File: src/rtl/sgm_pkg.sv
package sgm_pkg;

  localparam int unsigned PixelW  = 8;
  localparam int unsigned OutRowW = 12;
  localparam int unsigned OutColW = 10;
  localparam int unsigned CfgIdxW = 2;
  localparam int unsigned CfgW    = 13;
  localparam int unsigned WidthW  = 11;
  localparam int unsigned HeightW = 13;
  localparam int unsigned GradW   = 12;
  localparam int unsigned SqW     = 21;
  localparam int unsigned SumW    = 22;
  localparam int unsigned RootW   = 8;

  localparam logic [CfgIdxW-1:0] REG_IMAGE_WIDTH  = CfgIdxW'(0);
  localparam logic [CfgIdxW-1:0] REG_IMAGE_HEIGHT = CfgIdxW'(1);

  localparam logic [WidthW-1:0]  WIDTH_RESET  = WidthW'(1024);
  localparam logic [HeightW-1:0] HEIGHT_RESET = HeightW'(4096);

  typedef struct packed {
    logic [PixelW-1:0] pixel_value;
  } pixel_beat_t;

  typedef struct packed {
    logic [PixelW-1:0]  magnitude;
    logic [OutRowW-1:0] out_row;
    logic [OutColW-1:0] out_col;
    logic               last_of_run;
    logic               end_of_frame;
  } result_beat_t;

  // Bit 1 selects the row below, bit 0 the column to the right.
  typedef enum logic [1:0] {
    JOB_BASE   = 2'b00,
    JOB_RIGHT  = 2'b01,
    JOB_BELOW  = 2'b10,
    JOB_CORNER = 2'b11
  } job_e;

  typedef enum logic [6:0] {
    S_IDLE = 7'b0000001,
    S_READ = 7'b0000010,
    S_GRAD = 7'b0000100,
    S_MUL  = 7'b0001000,
    S_SUM  = 7'b0010000,
    S_ROOT = 7'b0100000,
    S_OUT  = 7'b1000000
  } state_e;

  typedef struct packed {
    logic            start;
    logic [SumW-1:0] value;
  } root_req_t;

  typedef struct packed {
    logic             done;
    logic [RootW-1:0] root;
  } root_rsp_t;

endpackage

File: src/rtl/sgm_isqrt.sv
module sgm_isqrt (
  input  logic              clk_i,
  input  logic              rst_ni,
  input  sgm_pkg::root_req_t req_i,
  output sgm_pkg::root_rsp_t rsp_o
);

  localparam int unsigned RemW = 16;

  logic            busy_q;
  logic            done_q;
  logic [RemW-1:0] rem_q;
  logic [RemW:0]   res_q;
  logic [RemW-1:0] bit_q;
  logic [RemW:0]   trial;

  assign trial = res_q + {1'b0, bit_q};

  always_ff @(posedge clk_i or negedge rst_ni) begin
    if (!rst_ni) begin
      busy_q <= 1'b0;
      done_q <= 1'b0;
    end else begin
      done_q <= 1'b0;
      if (req_i.start) begin
        // Anything at or above 2^16 saturates and needs no iterations.
        busy_q <= ~|req_i.value[sgm_pkg::SumW-1:RemW];
        done_q <= |req_i.value[sgm_pkg::SumW-1:RemW];
      end else if (busy_q && bit_q[0]) begin
        busy_q <= 1'b0;
        done_q <= 1'b1;
      end
    end
  end

  always_ff @(posedge clk_i) begin
    if (req_i.start) begin
      rem_q <= req_i.value[RemW-1:0];
      res_q <= |req_i.value[sgm_pkg::SumW-1:RemW] ? (RemW+1)'(255) : '0;
      bit_q <= RemW'(1) << (RemW - 2);
    end else if (busy_q) begin
      if ({1'b0, rem_q} >= trial) begin
        rem_q <= rem_q - trial[RemW-1:0];
        res_q <= (res_q >> 1) + {1'b0, bit_q};
      end else begin
        res_q <= res_q >> 1;
      end
      bit_q <= bit_q >> 2;
    end
  end

  assign rsp_o.done = done_q;
  assign rsp_o.root = res_q[sgm_pkg::RootW-1:0];

endmodule

File: config.mk
export PLATFORM = sky130hd
export DESIGN_NAME = sgm_isqrt
export DESIGN_NICKNAME = d
export VERILOG_FILES = /design/src/rtl/sgm_pkg.sv /design/src/rtl/sgm_isqrt.sv
export SDC_FILE = /design/constraint.sdc
export NUM_CORES = 1
export LEC_CHECK = 0
export BUFFER_PORTS_ARGS = -buffer_cell sky130_fd_sc_hd__buf_2
export CAP_MARGIN = 30
export CORE_MARGIN = 4
export CORE_UTILIZATION = 45
export CTS_CLUSTER_DIAMETER = 150
export DETAILED_ROUTE_END_ITERATION = 16
export PLACE_DENSITY_LB_ADDON = 0.25
export SETUP_SLACK_MARGIN = 0.4
export SKIP_CTS_REPAIR_TIMING = 1
export SLEW_MARGIN = 20
export SYNTH_ARGS = -nofsm -noshare
export SYNTH_HDL_FRONTEND = slang
export SYNTH_SLANG_ARGS = --single-unit
File: constraint.sdc
create_clock -name clk_i -period 6.3 [get_ports clk_i]
set_input_delay 1.26 -clock clk_i [delete_from_list [all_inputs] [get_ports clk_i]]
set_output_delay 1.26 -clock clk_i [all_outputs]
set_load 0.01 [all_outputs]
==> results.yml, run 1 <==
clock_tree:
  numClockSinks: 43
  path_clk_slew_ns: 0.09
  cts_buffers: 5
  tritoncts: "done"
  cts.path.max_buffers: 2
  clkLatencyLatePin_ns: 0.30
  clock-root-buffer: "clkbuf_8"
  htreeDepth: 2
detailed_routing:
  drc: 0
  routed_wl_um: 8960
  num_vias: 3138
  viasPerCell: 5.82
  dr.pass1.iters: 4
  ant_nets: 0
  drt_iter0_markers: 145
  wl_per_cell_um: 16.6
grt:
  antenna_found_initial: 0
  grtUsageTotal_pct: 18.1
  grt_max_degree: 64
  grt-ovfl-total: 0
  grt_pass1_wl_um: 14400
  grt_pass1_vias: 2962
placement:
  post-place-ws_ns: 1.86
  dp.final_hpwl_um: 6690
  gp_congestion: 0.902
  portBuffers: 33
  placedCellCount: 531
die:
  start_util_pct: 47.3
  io_pins: 34
  core_mm2: 0.00789
  die_area_mm2: 0.00980
  die_h_um: 99.0
  fp.dieW_um: 99.0
  rows: 32
layout:
  fillCellCount: 764
  drive_gt1_share_pct: 14.2
  instances_no_fill: 539
  finish.net_count: 496
  final_cell_mix: "nand2_1, ha_1, buf_2, nor2_1, edfxtp_1"
  antenna_cells: 0
  mostFrequentLayoutCell: "nand2_1"
  area_growth_pct: 7.65
sta:
  setup_slack_ns: 1.77
  holdWs_ns: 0.542
  setup_viol: 0
  tightest_slew_ns: 0.907
  finalMaxSlewViolations: 0
  maxSlewHeadroom_pct: 39.0
  rsz0062_at_grt: "no"
  fin_crit_sh_pct: 71.9
  fmax_mhz: 221
  finClkSkew_ns: 0.0113
  fin_crit_ns: 4.53
  tns_ns: 0
  finalHoldViolations: 0
yosys:
  synthTopCellsByArea: "edfxtp_1, ha_1, nand2_1"
  synth-seq-area-share_pct: 32.2
  synth_area_leader_cell: "edfxtp_1"
  yosysTopAreaCellShare_pct: 26.6
  async_reset_ff_share_pct: 4.65
  synth-main-ff-cell: "edfxtp_1"
  syn_nets: 474
  synth_cell_type_count: 63
  synthCells: 414
  netlist_area_mm2: 0.00373
  syn_area_per_cell_um2: 9.00
  ys_warn_count: 0
  ys_seq_elements: 43
  synth-edff-count: 33
setup_path:
  worstSetupPathType: "flip-flop to flip-flop"
  endpoint_kind: "flip-flop"
  crit_arrival_ns: 4.51
  critical_path_required_ns: 6.29
  cp_max_fo: 16
  startpoint_type: "flip-flop"
power:
  power.density_mw_per_mm2: 402
  leakage_nw: 1.56
  internal_power_mw: 0.889
  swShare_pct: 44.8
  combPwrFrac_pct: 57.0
  clkPwrFrac_pct: 12.5
  worst_ir_drop_vdd_uv: 142
  p_sw_mw: 0.723
  p_seq_share_pct: 30.6
worst_hold_path:
  worst_hold_path_type: "flip-flop to flip-flop"
job:
  drv_cap: 0
run_status:
  status: "completed"
## flip-flops by register name (all words and copies together) (netlist names)
signal  count
res_q      17
busy_q      1
bit_q       8
done_q      1
rem_q      16
## cell usage after synthesis, types with 10 or more instances
library cell / count
inv_1: 16
a31oi_1: 14
nor3_1: 10
xnor2_1: 18
edfxtp_1: 33
a21oi_1: 26
buf_4: 10
nor2_1: 33
nand2_1: 43
o21ai_0: 27
xor2_1: 13
ha_1: 34
## metal layers
| metal | wire (µm) | global-route usage [%] | vias up |
|---|---|---|---|
| li1 | - | - | 1574 |
| met1 | 4280 | 24.4 | 1488 |
| met2 | 4230 | 29.9 | 64 |
| met3 | 307 | 2.97 | 12 |
| met4 | 132 | 5.15 | 0 |
| met5 | 0 | 0 | - |
## cell type report
cell class	count	area (µm²)	area share [%]
Multi-Input combinational cell	331	2310	57.6
Inverter	16	60.1	1.50
Clock inverter	1	7.51	0.187
Sequential cell	43	1200	29.9
Clock buffer	7	96.3	2.40
Tap cell	102	128	3.18
Timing Repair Buffer	39	208	5.18
## worst max-delay path, cell delays in order (launching register included)
cell and delay, ns:
edfxtp_1 0.49, ha_1 0.39, a31oi_1 0.28, o21bai_1 0.15, a31oi_1 0.31, o21ai_0 0.22, xnor2_1 0.19, ha_1 0.40
nand3_1 0.21, o31ai_2 0.39, o22a_1 0.51, o21ai_4 0.20, o21ai_1 0.17, buf_4 0.28
## kinds of logic (layout without fill, tap and decap cells)
logic type / after synthesis / in the layout / synth area share (%)
buffers and inverters: 40 / 63 / 5.74
AO/OA/AOI/OAI: 125 / 125 / 23.1
adder cells (fa/ha/maj): 35 / 35 / 12.0
XOR/XNOR: 31 / 31 / 7.28
AND/OR/NAND/NOR: 126 / 126 / 15.7
flip-flops: 43 / 43 / 32.2
multiplexers: 14 / 14 / 4.03
## power groups by stage
| stage | registers, mW | clock network, mW | logic (mW) |
|---|---|---|---|
| CTS | 0.492 | 0.209 | 0.916 |
| finish | 0.492 | 0.201 | 0.918 |
| global route | 0.501 | 0.219 | 1.02 |
| global placement | 0.498 | 0 | 0.890 |
| detailed placement | 0.498 | 0 | 0.910 |
| floorplan | 0.462 | 0 | 0.771 |
## metrics by stage
step                instance area, µm²  power (mW)  utilization [%]
finish                            4010        1.61             50.9
global route                      4010        1.74             50.9
CTS                               4010        1.62             50.9
detailed placement                3910        1.41             49.6
global placement                  3900        1.39             49.4
floorplan                         3730        1.23                -
## path summary, 6_finish.rpt
kind	start	end	slack, ns	cells after the start
hold / removal	bit_q[14]	bit_q[14]	0.54	1
setup reg to reg	res_q[2]	rem_q[2]	1.77	13
hold reg to reg	bit_q[14]	bit_q[14]	0.54	1
max in group asynchronous	rst_ni	done_q	5.47	1
setup / recovery	res_q[2]	rem_q[2]	1.77	13
min in group asynchronous	rst_ni	busy_q	0.72	1
Note: power is estimated with default switching activity, not from simulation.
==> run 2, diff against run 1 <==
clock period = 4.65 ns   (was 6.3 ns; I/O delays follow)
==> results.yml, run 2 (synthesis results as in run 1) <==
run_status:
  status: "completed"
power:
  combPwrFrac_pct: 59.4
  worst_ir_drop_vdd_uv: 199
  internal_power_mw: 1.25
  swShare_pct: 45.2
  p_seq_share_pct: 29.3
  leakage_nw: 1.59
  p_sw_mw: 1.03
  clkPwrFrac_pct: 11.3
  power.density_mw_per_mm2: 556
die:
  core_mm2: 0.00789
  die_area_mm2: 0.00980
  start_util_pct: 47.3
  fp.dieW_um: 99.0
  io_pins: 34
  die_h_um: 99.0
  rows: 32
sta:
  fin_crit_ns: 4.00
  finClkSkew_ns: 0.00809
  setup_viol: 0
  maxSlewHeadroom_pct: 36.0
  finalHoldViolations: 0
  fin_crit_sh_pct: 86.1
  finalMaxSlewViolations: 0
  tns_ns: 0
  rsz0062_at_grt: "no"
  fmax_mhz: 250
  tightest_slew_ns: 0.952
placement:
  placedCellCount: 531
  dp.final_hpwl_um: 6860
  gp_congestion: 0.917
  portBuffers: 33
layout:
  final_cell_mix: "nand2_1, nor2_1, ha_1, buf_2, edfxtp_1"
  postLayoutCoreUtil_pct: 51.9
  antenna_cells: 0
  largest_reg_flops: 17
  drive_gt1_share_pct: 17.0
  top_regs: "res_q (17), rem_q (16), bit_q (8)"
  fillCellCount: 735
  instances_no_fill: 544
  mostFrequentLayoutCell: "nand2_1"
  finish.net_count: 501
  top_register: "res_q"
  area_growth_pct: 9.90
detailed_routing:
  drt_iter0_markers: 139
  dr.pass1.iters: 4
  wl_per_cell_um: 16.9
  viasPerCell: 5.85
  num_vias: 3182
  ant_nets: 0
  drc: 0
  routed_wl_um: 9180
clock_tree:
  cts_buffers: 5
  cts.path.max_buffers: 2
  clkLatencyLatePin_ns: 0.31
  clock-root-buffer: "clkbuf_8"
  path_clk_slew_ns: 0.10
  tritoncts: "done"
  htreeDepth: 2
  numClockSinks: 43
setup_path:
  endpoint_kind: "flip-flop"
  crit_arrival_ns: 4.07
  crit_start: "res_q[4]"
  r2r_slack_ns: 0.65
  critical_path_required_ns: 4.71
  r2r_start: "res_q[4]"
  startpoint_type: "flip-flop"
  cp_max_fo: 9
  worstSetupPathType: "flip-flop to flip-flop"
grt:
  grt_pass1_vias: 3051
  antenna_found_initial: 0
  grt_max_degree: 36
  grt-ovfl-total: 0
  grtUsageTotal_pct: 18.9
  grt_pass1_wl_um: 15100
worst_hold_path:
  worst_hold_path_type: "input pin to async pin"
job:
  drv_cap: 0
[run 2: changes by cell type in the layout (fill, tap and decap cells not counted), sizes merged]
cell / delta
buf: +5
inv: +2
clkbuf: -2
[run 2: layout make-up]
type,instances,area (µm²),area share (%)
flip-flops and latches,43,1200,29.3
clock inverters,3,22.5,0.550
well taps,102,128,3.12
inverters,16,60.1,1.47
repair buffers,44,264,6.44
multi-input cells,331,2350,57.4
clock buffers,5,68.8,1.68
[run 2: worst paths after layout]
check,end,depth (start not counted)
worst max register to register,res_q[9],14
min in group clk_i,bit_q[14],1
worst min register to register,bit_q[14],1
worst min-delay path,done_q,1
worst max-delay path,res_q[9],14
max in group asynchronous,busy_q,1
[run 2: metal layers]
layer	GRT usage (%)	vias to the layer above	part of all wire, %
met5	0	-	0
met4	5.46	0	1.6
met3	3.68	15	5.6
met2	30.4	89	46
met1	25.9	1492	46
li1	-	1586	-
[run 2: stage by stage]
step	hold WS, ns	cell area (µm²)	total power, mW	setup WS, ns
final	0.382	4100	2.28	0.647
after global routing	0.369	4100	2.47	0.401
after CTS	0.375	4020	2.21	0.184
after detailed placement	0.512	3930	1.94	0.246
after global placement	0.519	3930	1.92	0.410
after floorplan	0.480	3730	1.67	0.540
[run 2: worst max-delay path, stage by stage, from the launching register on]
cell and delay, ns:
edfxtp_1 0.53, ha_1 0.38, a21o_1 0.21, a41oi_2 0.29, nor2_1 0.07, o21ai_0 0.19
xor2_1 0.17, ha_1 0.30, a21oi_2 0.18, o21ai_1 0.09, or3_1 0.34, o22a_2 0.31
buf_4 0.16, o221ai_2 0.20, mux2_1 0.33
[run 2: power by group through the flow]
stage                     clock network [mW]  logic, mW  registers, mW
after floorplan                            0       1.05          0.625
after global placement                     0       1.25          0.675
after detailed placement                   0       1.26          0.675
after CTS                              0.265       1.27          0.666
after global routing                   0.285       1.51          0.679
final                                  0.257       1.35          0.666
